## src/design/ist_pkg.sv

```systemverilog
// shared types and constants for the integer set table
// no dependencies

package ist_pkg;

  localparam int CAPACITY = 16;
  localparam int IDX_W    = (CAPACITY > 1) ? $clog2(CAPACITY) : 1;
  localparam int CNT_W    = $clog2(CAPACITY + 1);
  localparam int VAL_W    = 32;
  localparam int ECNT_W   = 5;

  typedef enum logic [1:0] {
    KIND_INSERT = 2'd0,
    KIND_DELETE = 2'd1,
    KIND_QUERY  = 2'd2,
    KIND_CLEAR  = 2'd3
  } kind_t;

  typedef enum logic [1:0] {
    ST_IDLE,
    ST_SCAN,
    ST_DRAIN,
    ST_UPDATE
  } state_t;

  typedef struct packed {
    kind_t                   kind;
    logic signed [VAL_W-1:0] value;
  } req_t;

  typedef struct packed {
    logic              found;
    logic [ECNT_W-1:0] element_count;
    logic              status;
  } rsp_t;

  typedef struct packed {
    logic start;
    logic scan_en;
    logic update;
  } cmd_t;

  typedef struct packed {
    logic scan_last;
    logic req_clear;
    logic out_free;
  } stat_t;

endpackage

```

## src/design/ist_ctrl.sv

```systemverilog
// request sequencer for the integer set table
// depends on ist_pkg

module ist_ctrl (
  input  logic           clk,
  input  logic           rst,
  input  logic           req_valid,
  output logic           req_ready,
  input  ist_pkg::stat_t stat,
  output ist_pkg::cmd_t  cmd
);

  ist_pkg::state_t state, state_next;

  always_ff @(posedge clk) begin
    if (rst) begin
      state <= ist_pkg::ST_IDLE;
    end else begin
      state <= state_next;
    end
  end

  always_comb begin
    state_next = state;
    unique case (state)
      ist_pkg::ST_IDLE: begin
        if (req_valid) begin
          state_next = stat.req_clear ? ist_pkg::ST_UPDATE : ist_pkg::ST_SCAN;
        end
      end
      ist_pkg::ST_SCAN: begin
        if (stat.scan_last) begin
          state_next = ist_pkg::ST_DRAIN;
        end
      end
      ist_pkg::ST_DRAIN: begin
        state_next = ist_pkg::ST_UPDATE;
      end
      ist_pkg::ST_UPDATE: begin
        if (stat.out_free) begin
          state_next = ist_pkg::ST_IDLE;
        end
      end
      default: begin
        state_next = ist_pkg::ST_IDLE;
      end
    endcase
  end

  always_comb begin
    req_ready   = (state == ist_pkg::ST_IDLE);
    cmd.start   = (state == ist_pkg::ST_IDLE) && req_valid;
    cmd.scan_en = (state == ist_pkg::ST_SCAN);
    cmd.update  = (state == ist_pkg::ST_UPDATE) && stat.out_free;
  end

endmodule

```

## src/design/ist_datapath.sv

```systemverilog
// table storage, scan compare and result register for the integer set table
// depends on ist_pkg

module ist_datapath (
  input  logic           clk,
  input  logic           rst,
  input  ist_pkg::req_t  req,
  input  ist_pkg::cmd_t  cmd,
  output ist_pkg::stat_t stat,
  output logic           rsp_valid,
  input  logic           rsp_ready,
  output ist_pkg::rsp_t  rsp
);

  logic [ist_pkg::VAL_W-1:0]    mem [ist_pkg::CAPACITY];
  logic [ist_pkg::VAL_W-1:0]    rd_data;
  logic [ist_pkg::CAPACITY-1:0] valid;
  logic [ist_pkg::CNT_W-1:0]    held_count;
  ist_pkg::req_t                req_q;
  logic [ist_pkg::IDX_W-1:0]    scan_idx;
  logic [ist_pkg::IDX_W-1:0]    cmp_idx;
  logic                         cmp_en;
  logic                         hit;
  logic [ist_pkg::IDX_W-1:0]    hit_idx;
  logic                         free_found;
  logic [ist_pkg::IDX_W-1:0]    free_idx;
  logic                         do_insert;
  logic                         do_delete;
  logic                         is_clear;

  assign is_clear  = (req_q.kind == ist_pkg::KIND_CLEAR);
  assign do_insert = cmd.update && (req_q.kind == ist_pkg::KIND_INSERT) && !hit && free_found;
  assign do_delete = cmd.update && (req_q.kind == ist_pkg::KIND_DELETE) && hit;

  assign stat.scan_last = (scan_idx == ist_pkg::IDX_W'(ist_pkg::CAPACITY - 1));
  assign stat.req_clear = (req.kind == ist_pkg::KIND_CLEAR);
  assign stat.out_free  = !rsp_valid || rsp_ready;

  // value memory
  always_ff @(posedge clk) begin
    if (do_insert) begin
      mem[free_idx] <= req_q.value;
    end
    rd_data <= mem[scan_idx];
  end

  // request latch and scan pipeline
  always_ff @(posedge clk) begin
    if (cmd.start) begin
      req_q <= req;
    end
    cmp_idx <= scan_idx;
  end

  always_ff @(posedge clk) begin
    if (rst) begin
      scan_idx   <= '0;
      cmp_en     <= 1'b0;
      hit        <= 1'b0;
      hit_idx    <= '0;
      free_found <= 1'b0;
      free_idx   <= '0;
    end else begin
      cmp_en <= cmd.scan_en;
      if (cmd.start) begin
        scan_idx   <= '0;
        hit        <= 1'b0;
        free_found <= 1'b0;
      end else if (cmd.scan_en) begin
        scan_idx <= scan_idx + 1'b1;
      end
      if (cmp_en) begin
        if (!hit && valid[cmp_idx] && (rd_data == req_q.value)) begin
          hit     <= 1'b1;
          hit_idx <= cmp_idx;
        end
        if (!free_found && !valid[cmp_idx]) begin
          free_found <= 1'b1;
          free_idx   <= cmp_idx;
        end
      end
    end
  end

  // valid bits and element count
  always_ff @(posedge clk) begin
    if (rst) begin
      valid      <= '0;
      held_count <= '0;
    end else if (cmd.update) begin
      priority if (is_clear) begin
        valid      <= '0;
        held_count <= '0;
      end else if (do_insert) begin
        valid[free_idx] <= 1'b1;
        held_count      <= held_count + 1'b1;
      end else if (do_delete) begin
        valid[hit_idx] <= 1'b0;
        held_count     <= held_count - 1'b1;
      end else begin
        held_count <= held_count;
      end
    end
  end

  // result word
  always_ff @(posedge clk) begin
    if (rst) begin
      rsp_valid <= 1'b0;
    end else if (cmd.update) begin
      rsp_valid <= 1'b1;
    end else if (rsp_ready) begin
      rsp_valid <= 1'b0;
    end
  end

  always_ff @(posedge clk) begin
    if (cmd.update) begin
      rsp.found  <= hit && !is_clear;
      rsp.status <= (req_q.kind == ist_pkg::KIND_INSERT) && !hit && !free_found;
      priority if (is_clear) begin
        rsp.element_count <= '0;
      end else if (do_insert) begin
        rsp.element_count <= ist_pkg::ECNT_W'(held_count + 1'b1);
      end else if (do_delete) begin
        rsp.element_count <= ist_pkg::ECNT_W'(held_count - 1'b1);
      end else begin
        rsp.element_count <= ist_pkg::ECNT_W'(held_count);
      end
    end
  end

  a_count_matches_valid: assert property (@(posedge clk) disable iff (rst)
    32'(held_count) == 32'($countones(valid)))
    else $error("element count differs from number of valid entries");

  a_insert_sets_valid: assert property (@(posedge clk) disable iff (rst)
    do_insert |=> valid[$past(free_idx)])
    else $error("insert did not mark its slot valid");

  a_delete_clears_valid: assert property (@(posedge clk) disable iff (rst)
    do_delete |=> !valid[$past(hit_idx)])
    else $error("delete left its slot valid");

  a_no_scan_while_result_loads: assert property (@(posedge clk) disable iff (rst)
    cmd.update |-> !cmd.scan_en && !cmp_en)
    else $error("table update overlaps a scan");

endmodule

```

## src/design/integer_set_table_core.sv

```systemverilog
// integer set table: a request is accepted only while idle; it then scans the value
// memory (one entry read per cycle), drains the compare and updates, waiting in update
// while the previous result is held, and registers its result word there. A clear
// skips the scan. Reset clears all valid bits and the count at once; the value
// memory is not cleared. Depends on ist_pkg, ist_ctrl and ist_datapath.

module integer_set_table_core (
  input  logic          clk,
  input  logic          rst,
  input  logic          req_valid,
  output logic          req_ready,
  input  ist_pkg::req_t req,
  output logic          rsp_valid,
  input  logic          rsp_ready,
  output ist_pkg::rsp_t rsp
);

  ist_pkg::cmd_t  cmd;
  ist_pkg::stat_t stat;

  ist_ctrl u_ctrl (
    .clk       (clk),
    .rst       (rst),
    .req_valid (req_valid),
    .req_ready (req_ready),
    .stat      (stat),
    .cmd       (cmd)
  );

  ist_datapath u_datapath (
    .clk       (clk),
    .rst       (rst),
    .req       (req),
    .cmd       (cmd),
    .stat      (stat),
    .rsp_valid (rsp_valid),
    .rsp_ready (rsp_ready),
    .rsp       (rsp)
  );

endmodule
```

## config.mk

```make
export PLATFORM = sky130hd
export DESIGN_NAME = integer_set_table_core
export DESIGN_NICKNAME = d
export VERILOG_FILES = /design/src/design/ist_pkg.sv /design/src/design/ist_ctrl.sv /design/src/design/ist_datapath.sv /design/src/design/integer_set_table_core.sv
export SDC_FILE = /design/constraint.sdc
export NUM_CORES = 1
export LEC_CHECK = 0
export BUFFER_PORTS_ARGS = -buffer_cell sky130_fd_sc_hd__buf_2
export CAP_MARGIN = 5
export CORE_ASPECT_RATIO = 1.2
export CORE_MARGIN = 1
export CORE_UTILIZATION = 30
export CTS_CLUSTER_SIZE = 10
export DETAILED_ROUTE_END_ITERATION = 10
export PLACE_DENSITY = 0.57
export RECOVER_POWER = 25
export SYNTH_ARGS = -nofsm -noshare
export SYNTH_HDL_FRONTEND = slang
export SYNTH_SLANG_ARGS = --single-unit
export TNS_END_PERCENT = 20
```

## constraint.sdc

```tcl
create_clock -name clk -period 5.2 [get_ports clk]
set_input_delay 1.04 -clock clk [delete_from_list [all_inputs] [get_ports clk]]
set_output_delay 1.04 -clock clk [all_outputs]
set_load 0.005 [all_outputs]
```

==> out/qor.yml, run 1 <==
clocking:
  numCtsBuffers: 73
  post_cts_resized: 0
  worst_skew_pair.late_latency_ns: 0.60
  path_clk_slew_ns: 0.06
  clockBufferDepth: 3
  cts_hold_buf: 0
  htree_levels: 3
  post_cts_buffers: 0
  clock-sinks: 628
  cts_tree: "yes"
  cts_root_buf: "clkbuf_16"
floorplan:
  row_count: 112
  core-area_sq_um: 77900
  die_w_um: 258
  ios: 47
  die_y_um: 310
  dieArea_sq_um: 79900
  initial_core_util: 0.303
sta:
  maxSlewViolCount: 26
  setup_ws_ns: 1.60
  tightest_slew_ns: 2.03
  setup_tns_ns: 0
  fin_skew_ns: 0.0189
  period_needed_ns: 3.60
  post-route-period-util: 0.692
  fmax_mhz: 278
  rsz0062_at_grt: "no"
  fin_hold_ws_ns: 0.484
  relSlewSlack: -0.355
  hold_violations: 0
  setup_viol: 0
place:
  placed_cells: 2137
  dp_slack_ns: 1.70
  place.gp.congestion: 0.765
  portBuffers: 46
  dpl.hpwl_mm: 28.7
run_status:
  status: "finished with violations"
  violations: "max-capacitance violations, max-slew violations"
hold_path:
  hp-class: "flip-flop to flip-flop"
  worstHoldStart: "u_datapath.cmp_idx[3]"
global_routing:
  grt_start_max_net_pins: 81
  grt.overflow.total: 0
  antenna_found_initial: 1
  grt_pass1_vias: 11600
  grt_pass1_wl_mm: 76.3
  track_usage: 0.130
critical_path:
  path_max_fanout: 27
  startpoint: "u_datapath.scan_idx[0]"
  critPathRequiredTime_ns: 5.67
  startpoint_type: "flip-flop"
  cp_data_arrival_time_ns: 4.07
  r2r_slack_ns: 1.60
  crit_path_end_kind: "flip-flop"
  path_class: "flip-flop to flip-flop"
  rr_startpoint: "u_datapath.scan_idx[0]"
yosys:
  synth.top_cell.area_share: 0.702
  ys_seq_area_frac: 0.766
  synth-edff-count: 553
  ys_seq_elements: 628
  yosys.area.top_type: "edfxtp_1"
  synth_cell_types: 44
  synthTopCellsByArea: "edfxtp_1 70%, mux4_2 16%, dfxtp_1 6.3%"
  syn_area_per_cell_sq_um: 21.7
  synth_top_flop_cell: "edfxtp_1"
  ys_warn_count: 0
  syn_inst: 1091
  syn_area_sq_um: 23600
  syn_nets: 1137
  async_flop_share: 0
detailed_routing:
  routed_via_density: 4.81
  drt_iter0_markers: 878
  via_count: 10900
  drc: 0
  dr.pass1.iters: 5
  wl_mm: 51.1
  wl_per_cell_um: 22.6
  ant_nets: 0
job:
  drv_cap: 1
pwr:
  ir_drop_mv: 0.189
  power.density_nw_per_um2: 444
  leakage_nw: 8.29
cells_and_area:
  fin_cells: 2263
  register_area_sq_um: 18100
  multi_input_area_sq_um: 5390
  final_common_cell: "edfxtp_1"
  finalNetCount: 1232
  area_growth_pct: 15.9
  fill_cells: 7227
  most-common-layout-cells: "553 x edfxtp_1, 164 x mux4_2, 75 x clkbuf_16"
  layout-drive-gt1-share: 0.268
  antenna_cells: 0
-- worst paths after layout --
check | end | cells after the start
worst min-delay path | u_datapath.free_idx[3] | 2
worst max-delay path | u_datapath.rd_data[15] | 3
worst min register to register | u_datapath.free_idx[3] | 2
worst max register to register | u_datapath.rd_data[15] | 3
-- cells by family (layout without fill, tap and decap cells) --
logic type	Yosys count	after routing	synth area share
compound gates	66	66	0.0192
xor+xnor	37	37	0.0137
fa+ha+maj	8	8	0.00423
buf+inv	64	210	0.0110
flops	628	628	0.766
mux	176	176	0.161
simple gates	112	112	0.0248
-- Yosys cell counts, drive strengths merged (5+ instances only) --
| cell type | n |
|---|---|
| clkbuf | 31 |
| a21oi | 12 |
| dfxtp | 75 |
| mux2i | 12 |
| nand2b | 6 |
| a211oi | 17 |
| nor3 | 9 |
| inv | 10 |
| edfxtp | 553 |
| o21ai | 16 |
| nand3 | 9 |
| xnor2 | 34 |
| buf | 22 |
| nor2 | 27 |
| nand2 | 22 |
| ha | 8 |
| nand4 | 11 |
| mux4 | 164 |
| nor2b | 5 |
-- final cells by class --
| type | instances | share of cell area |
|---|---|---|
| timing repair buffer | 73 | 0.0161 |
| sequential | 628 | 0.661 |
| multi-input combinational | 399 | 0.197 |
| clock inverter | 6 | 0.00238 |
| inverter | 11 | 0.00151 |
| clock buffer | 120 | 0.0750 |
| tap | 1026 | 0.0469 |
-- registers in the layout (all words and copies together) (netlist names) --
signal,count
u_datapath.rsp_valid,1
u_datapath.scan_idx,4
u_datapath.req_q,34
u_datapath.rd_data,32
u_datapath.hit,1
u_datapath.held_count,5
u_datapath.hit_idx,4
u_datapath.mem,512
u_datapath.cmp_idx,4
u_datapath.rsp,7
u_ctrl.state,2
u_datapath.free_found,1
u_datapath.cmp_en,1
u_datapath.free_idx,4
u_datapath.valid,16
-- worst max-delay path, cell delays in order, from the launching register on --
cell     delay (ns)
dfxtp_1        1.68
buf_4          0.64
mux4_2         0.60
mux4_2         0.49
-- layer usage --
layer,track usage,wire [um],vias up,part of all wire
li1,-,-,4720,-
met1,0.165,21400,5821,0.42
met2,0.224,26300,267,0.51
met3,0.0245,2220,76,0.044
met4,0.0436,1170,0,0.023
met5,0,0,-,0
-- metrics by stage --
step	power [mW]	cell area (sq um)	util
final	12.2	27400	0.352
after floorplan	7.17	23700	-
after CTS	12.3	27400	0.352
after detailed placement	7.69	25300	0.325
after global placement	7.67	25300	0.325
after global routing	12.6	27400	0.352
-- power by group --
group / leakage (nW) / switching [mW] / internal [mW]
registers: 5.61 / 0.353 / 5.88
logic: 1.67 / 0.610 / 0.686
clock network: 1.02 / 1.90 / 2.73
Note: power is estimated with default switching activity, not from simulation.
==> inputs of run 2 (changes only) <==
--- a/config.mk
+++ b/config.mk
@@ -5,6 +5,7 @@
 export SDC_FILE = /design/constraint.sdc
 export NUM_CORES = 1
 export LEC_CHECK = 0
+export ABC_AREA = 1
 export BUFFER_PORTS_ARGS = -buffer_cell sky130_fd_sc_hd__buf_2
 export CAP_MARGIN = 5
 export CORE_ASPECT_RATIO = 1.2
==> constraint.sdc (replaced) <==
create_clock -name clk -period 3.2 [get_ports clk]
set_input_delay 0.64 -clock clk [delete_from_list [all_inputs] [get_ports clk]]
set_output_delay 0.64 -clock clk [all_outputs]
set_load 0.005 [all_outputs]
==> out/qor.yml, run 2 <==
floorplan:
  dieArea_sq_um: 82900  # was 79900 sq um
  core-area_sq_um: 80700  # was 77900 sq um
  die_w_um: 263  # was 258 um
  ios: 47  # unchanged
  initial_core_util: 0.304  # was 0.303
  die_y_um: 315  # was 310 um
  row_count: 114  # was 112
yosys:
  synthTopCellsByArea: "edfxtp_1 68%, dfxtp_1 6.1%, nor2_1 4.8%"  # was edfxtp_1 70%, mux4_2 16%, dfxtp_1 6.3%
  syn_area_sq_um: 24500  # was 23600 sq um
  yosys.area.top_type: "edfxtp_1"  # unchanged
  synth.top_cell.area_share: 0.677  # was 0.702
  synth_compound_area_frac: 0.0927  # was 0.0192
  ys_seq_area_frac: 0.738  # was 0.766
  ys_warn_count: 0  # unchanged
  synth_common_cells: "553 x edfxtp_1, 315 x nor2_1, 180 x nand2_1"  # was 553 x edfxtp_1, 164 x mux4_2, 75 x dfxtp_1
  synth.most_common_cell: "edfxtp_1"  # unchanged
  syn_inst: 1874  # was 1091
  synth-edff-count: 553  # unchanged
  synth_adder_area_share: 0.00408  # was 0.00423
  synth_top_flop_cell: "edfxtp_1"  # unchanged
  async_flop_share: 0  # unchanged
  muxShareOfSynthArea: 0.0229  # was 0.161
  synth_xor_area_frac: 0.00500  # was 0.0137
  synth_cell_types: 36  # was 44
  synth_top_family_by_area: "simple AND/OR/NAND/NOR gates"  # was multiplexers
  syn_nets: 1920  # was 1137
  syn_area_per_cell_sq_um: 13.1  # was 21.7 sq um
  synthSimpleGateAreaFrac: 0.101  # was 0.0248
  ys_seq_elements: 628  # unchanged
clocking:
  cts_hold_buf: 0  # unchanged
  post_cts_resized: 0  # unchanged
  cts_root_buf: "clkbuf_16"  # unchanged
  clock-sinks: 628  # unchanged
  cts_tree: "yes"  # unchanged
  clockBufferDepth: 3  # unchanged
  path_clk_slew_ns: 0.06  # about the same
  htree_levels: 3  # unchanged
  numCtsBuffers: 73  # unchanged
  worst_skew_pair.late_latency_ns: 0.60  # about the same
  post_cts_buffers: 0  # unchanged
critical_path:
  crit_path_end_kind: "flip-flop"  # unchanged
  slowest_stage: "clkbuf_1"  # was dfxtp_1
  path_max_fanout: 17  # was 27
  cpPeakStageDelay_ns: 0.80  # was 1.68 ns
  path_class: "flip-flop to flip-flop"  # unchanged
  crit_top_cell: "nor2_1"  # was mux4_2
  critPathRequiredTime_ns: 3.72  # was 5.67 ns
  cp_data_arrival_time_ns: 3.08  # was 4.07 ns
  startpoint_type: "flip-flop"  # unchanged
  path_cells: "clkbuf_1, xor2_1, nor2_1, nand3_1, nor2_1, nand3_1, nand2_1, inv_1, nor2_1"  # was buf_4, mux4_2, mux4_2
  rr_startpoint: "u_datapath.req_q[2]"  # was u_datapath.scan_idx[0]
  startpoint: "u_datapath.req_q[2]"  # was u_datapath.scan_idx[0]
detailed_routing:
  routed_via_density: 4.93  # was 4.81
  via_count: 15100  # was 10.9k
  drt_iter0_markers: 1211  # was 878
  ant_nets: 0  # unchanged
  wl_mm: 58.7  # was 51.1 mm
  drc: 0  # unchanged
  dr.pass1.iters: 5  # unchanged
  wl_per_cell_um: 19.2  # was 22.6 um
sta:
  tightest_slew_ns: 1.14  # was 2.03 ns
  rsz0062_at_grt: "no"  # unchanged
  period_needed_ns: 2.55  # was 3.60 ns
  post-route-period-util: 0.797  # was 0.692
  maxSlewViolCount: 0  # was 26
  setup_viol: 0  # unchanged
  hold_violations: 0  # unchanged
  relSlewSlack: 0.240  # was -0.355
  fmax_mhz: 392  # was 278 MHz
  fin_skew_ns: 0.0190  # was 0.0189 ns
  setup_tns_ns: 0  # unchanged
cells_and_area:
  top_regs: "u_datapath.mem: 512 flops, u_datapath.req_q: 34 flops, u_datapath.rd_data: 32 flops"  # unchanged
  antenna_cells: 0  # unchanged
  area_growth_pct: 15.8  # was 15.9%
  fill_cells: 7772  # was 7227
  finalNetCount: 2005  # was 1232
  final_common_cell: "edfxtp_1"  # unchanged
  multi_input_area_sq_um: 5660  # was 5390 sq um
  most-common-layout-cells: "553 x edfxtp_1, 298 x nor2_1, 180 x nand2_1"  # was 553 x edfxtp_1, 164 x mux4_2, 75 x clkbuf_16
  register_area_sq_um: 18100  # about the same
  largest_register_ffs: 512  # unchanged
  layout-drive-gt1-share: 0.103  # was 0.268
  regMostFlops: "u_datapath.mem"  # unchanged
pwr:
  total_power_mw: 19.9  # was 12.2 mW
  power.density_nw_per_um2: 701  # was 444 nW/um^2
  ir_drop_mv: 0.479  # was 0.189 mV
  leakage_nw: 9.32  # was 8.29 nW
global_routing:
  track_usage: 0.140  # was 0.130
  grt_pass1_wl_mm: 89.3  # was 76.3 mm
  grt_pass1_vias: 15000  # was 11.6k
  grt.overflow.total: 0  # unchanged
  grt_start_max_net_pins: 139  # was 81
  antenna_found_initial: 3  # was 1
place:
  dpl.hpwl_mm: 34.2  # was 28.7 mm
  portBuffers: 46  # unchanged
  place.gp.congestion: 0.770  # was 0.765
job:
  drv_cap: 0  # was 1
run_status:
  status: "complete, no violations"  # was finished with violations
hold_path:
  worstHoldStart: "req[6]"  # was u_datapath.cmp_idx[3]
  hp-class: "primary input to flip-flop"  # was flip-flop to flip-flop
## run 2: cell count changes after synthesis, sizes merged, moves of 22 or more
cell / delta
clkbuf: +33
nand2: +161
inv: +85
mux2i: +44
nor2: +290
o21ai: +166
mux4: -164
o32ai: +63
xnor2: -23
o221ai: +49
nand3: +83
a21oi: +22
## run 2: path summary, 6_finish.rpt
| kind | end | slack (ns) | cells after the start |
|---|---|---|---|
| setup reg to reg | u_datapath.hit_idx[3] | 0.65 | 9 |
| setup / recovery | u_datapath.hit_idx[3] | 0.65 | 9 |
| hold / removal | u_datapath.req_q[6] | 0.21 | 1 |
| hold reg to reg | u_datapath.cmp_idx[3] | 0.37 | 0 |
## run 2: cell type report
cell class / count / area share
clock buffers: 123 / 0.0724
clock inverters: 7 / 0.00282
inverters: 96 / 0.0129
multi-input cells: 1046 / 0.199
flip-flops and latches: 628 / 0.638
well taps: 1044 / 0.0460
repair buffers: 114 / 0.0291
## run 2: kinds of logic (layout without fill, tap and decap cells)
logic type               after synthesis  after routing
flip-flops                           628            628
AND/OR/NAND/NOR                      612            612
AO/OA/AOI/OAI                        356            356
buffers and inverters                200            340
multiplexers                          56             56
XOR/XNOR                              14             14
adder cells (fa/ha/maj)                8              8
## run 2: metal layers
layer,GRT usage,share of wire
met3,0.0230,0.052
met5,0,0.00043
met1,0.182,0.43
met4,0.0504,0.024
met2,0.237,0.49
## run 2: power breakdown
part / switching [mW] / internal (mW) / leakage, nW
combinational: 1.76 / 0.798 / 2.70
clock: 3.14 / 4.38 / 1.02
sequential: 0.330 / 9.51 / 5.61
total: 5.23 / 14.7 / 9.32
## run 2: stage by stage
step | cells | cell area [sq um] | hold WS (ns) | utilization | setup WS (ns)
floorplan | 1874 | 24500 | 0.329 | - | 0.183
global placement | 2928 | 26300 | 0.364 | 0.326 | 0.508
detailed placement | 2928 | 26300 | 0.365 | 0.326 | 0.516
CTS | 3058 | 28500 | 0.180 | 0.353 | 0.713
global route | 3058 | 28400 | 0.191 | 0.352 | 0.367
finish | 3058 | 28400 | 0.210 | 0.352 | 0.649
## run 2: worst max-delay path, delay by kind of cell, from the launching register on
| kind | cells | cell delay, ns |
|---|---|---|
| and+or+nand+nor | 6 | 1.18 |
| buffers and inverters | 2 | 0.84 |
| DFF | 1 | 0.31 |
| xor gates and xnor gates | 1 | 0.14 |
==> inputs of run 3 (changes only) <==
==> constraint.sdc (replaced) <==
create_clock -name clk -period 2.3 [get_ports clk]
set_input_delay 0.46 -clock clk [delete_from_list [all_inputs] [get_ports clk]]
set_output_delay 0.46 -clock clk [all_outputs]
set_load 0.005 [all_outputs]
==> out/qor.yml, run 3 (same netlist as run 2, synthesis figures left out) <==
run_status:
  status: "complete, no violations"  # unchanged
clocking:
  clock-sinks: 628  # unchanged
  cts_root_buf: "clkbuf_16"  # unchanged
  clockBufferDepth: 3  # unchanged
  worst_skew_pair.late_latency_ns: 0.60  # about the same
  cts_tree: "yes"  # unchanged
  numCtsBuffers: 73  # unchanged
  path_clk_slew_ns: 0.05  # was 0.06 ns
  htree_levels: 3  # unchanged
global_routing:
  antenna_found_initial: 0  # was 3
  grt_pass1_wl_mm: 93.1  # was 89.3 mm
  track_usage: 0.148  # was 0.140
  grt.overflow.total: 0  # unchanged
  grt_start_max_net_pins: 66  # was 139
  grt_pass1_vias: 15300  # was 15.0k
detailed_routing:
  ant_nets: 0  # unchanged
  routed_via_density: 4.95  # was 4.93
  top_layer: "met4"  # was met5
  dr.pass1.iters: 5  # unchanged
  wl_per_cell_um: 20.0  # was 19.2 um
  route.met2.wl_mm: 30.4  # was 29.0 mm
  via_count: 15300  # was 15.1k
  met3_length_mm: 3.06  # was 3.07 mm
  drt_iter0_markers: 1138  # was 1211
  wl_met1_mm: 26.1  # was 25.3 mm
  drc: 0  # unchanged
  wl_mm: 61.6  # was 58.7 mm
sta:
  setup_viol: 0  # unchanged
  fin_skew_ns: 0.0213  # was 0.0190 ns
  period_needed_ns: 2.17  # was 2.55 ns
  rsz0062_at_grt: "yes"  # was no
  fmax_mhz: 461  # was 392 MHz
  post-route-period-util: 0.943  # was 0.797
  tightest_slew_ns: 0.787  # was 1.14 ns
  fin_hold_ws_ns: 0.0379  # was 0.210 ns
  setup_tns_ns: 0  # unchanged
  hold_violations: 0  # unchanged
  maxSlewViolCount: 0  # unchanged
  relSlewSlack: 0.472  # was 0.240
cells_and_area:
  regMostFlops: "u_datapath.mem"  # unchanged
  final_common_cell: "edfxtp_1"  # unchanged
  most-common-layout-cells: "553 x edfxtp_1, 298 x nor2_1, 180 x nand2_1"  # unchanged
  largest_register_ffs: 512  # unchanged
  antenna_cells: 0  # unchanged
  final_area_sq_um: 28900  # was 28400 sq um
  top_regs: "u_datapath.mem: 512 flops, u_datapath.req_q: 34 flops, u_datapath.rd_data: 32 flops"  # unchanged
  area_growth_pct: 17.7  # was 15.8%
  fill_cells: 7735  # was 7772
  layout-drive-gt1-share: 0.112  # was 0.103
  finalNetCount: 2035  # was 2005
floorplan:
  ios: 47  # unchanged
  die_w_um: 263  # unchanged
  dieArea_sq_um: 82900  # unchanged
  die_y_um: 315  # unchanged
  initial_core_util: 0.304  # unchanged
  core-area_sq_um: 80700  # unchanged
  row_count: 114  # unchanged
critical_path:
  startpoint_type: "flip-flop"  # unchanged
  path_max_fanout: 33  # was 17
  critPathRequiredTime_ns: 2.57  # was 3.72 ns
  cp_data_arrival_time_ns: 2.44  # was 3.08 ns
  path_class: "flip-flop to flip-flop"  # unchanged
  crit_path_end_kind: "flip-flop"  # unchanged
place:
  place.gp.congestion: 0.826  # was 0.770
  portBuffers: 46  # unchanged
  dpl.hpwl_mm: 36.4  # was 34.2 mm
  placed_area_sq_um: 26800  # was 26300 sq um
pwr:
  ir_drop_mv: 0.492  # was 0.479 mV
  power.density_nw_per_um2: 962  # was 701 nW/um^2
  leakage_nw: 9.50  # was 9.32 nW
job:
  drv_cap: 0  # unchanged
hold_path:
  hp-class: "primary input to flip-flop"  # unchanged
-- run 3: changes by cell type in the layout (fill, tap and decap cells not counted), moves of 2 or more --
cell	delta
inv_6	-2
clkinv_2	+2
buf_2	-6
buf_4	+7
buf_12	+22
clkbuf_1	+4
-- run 3: worst paths after layout --
kind / from / depth (start not counted) / slack [ns] / end
worst max-delay path: u_ctrl.state[1] / 6 / 0.13 / u_datapath.mem[6][20]
worst min-delay path: req[29] / 1 / 0.04 / u_datapath.req_q[29]
worst max register to register: u_ctrl.state[1] / 6 / 0.13 / u_datapath.mem[6][20]
worst min register to register: u_datapath.scan_idx[3] / 0 / 0.38 / u_datapath.cmp_idx[3]
-- run 3: power breakdown --
group / switching [mW] / leakage [nW] / internal, mW / total, mW
combinational: 2.56 / 2.89 / 1.27 / 3.83
clock: 4.28 / 1.01 / 6.07 / 10.4
sequential: 0.357 / 5.61 / 13.2 / 13.6
-- run 3: layout make-up --
cell class | count | area [sq um] | share of cell area
flip-flops and latches | 628 | 18100 | 0.628
multi-input cells | 1046 | 5660 | 0.196
clock buffers | 121 | 2060 | 0.0714
repair buffers | 144 | 1320 | 0.0457
well taps | 1044 | 1310 | 0.0453
inverters | 96 | 365 | 0.0127
clock inverters | 5 | 36.3 | 0.00126
-- run 3: per-stage QoR --
stage	utilization	cells	worst slack, ns	total power, mW
2_1_floorplan	-	1874	-0.0687	16.3
3_3_place_gp	0.332	2953	-0.00359	17.6
3_5_place_dp	0.332	2953	0.00572	17.7
4_1_cts	0.358	3079	0.0501	28.1
5_1_grt	0.358	3084	-0.00148	28.9
6_report	0.358	3084	0.130	27.8
-- run 3: timing repair --
| action | 4_1_cts | 5_1_grt |
|---|---|---|
| hold buffers | 0 | 0 |
| resized for setup | 0 | 0 |
| setup buffers | 0 | 5 |
| setup endpoints to repair | 0 | 7 |
-- run 3: per-layer routing --
| layer | vias to the layer above | GRT usage |
|---|---|---|
| met5 | - | 0 |
| met4 | 0 | 0.0581 |
| met3 | 106 | 0.0212 |
| met2 | 443 | 0.258 |
| met1 | 7634 | 0.187 |
| li1 | 7072 | - |
-- run 3: critical path, cell delays in order, from the launching register on --
cell,delay (ns)
dfxtp_1,0.36
ha_1,0.20
nand2_2,0.12
nor2_4,0.26
nand3_1,0.36
nor2_4,0.21
buf_12,0.29
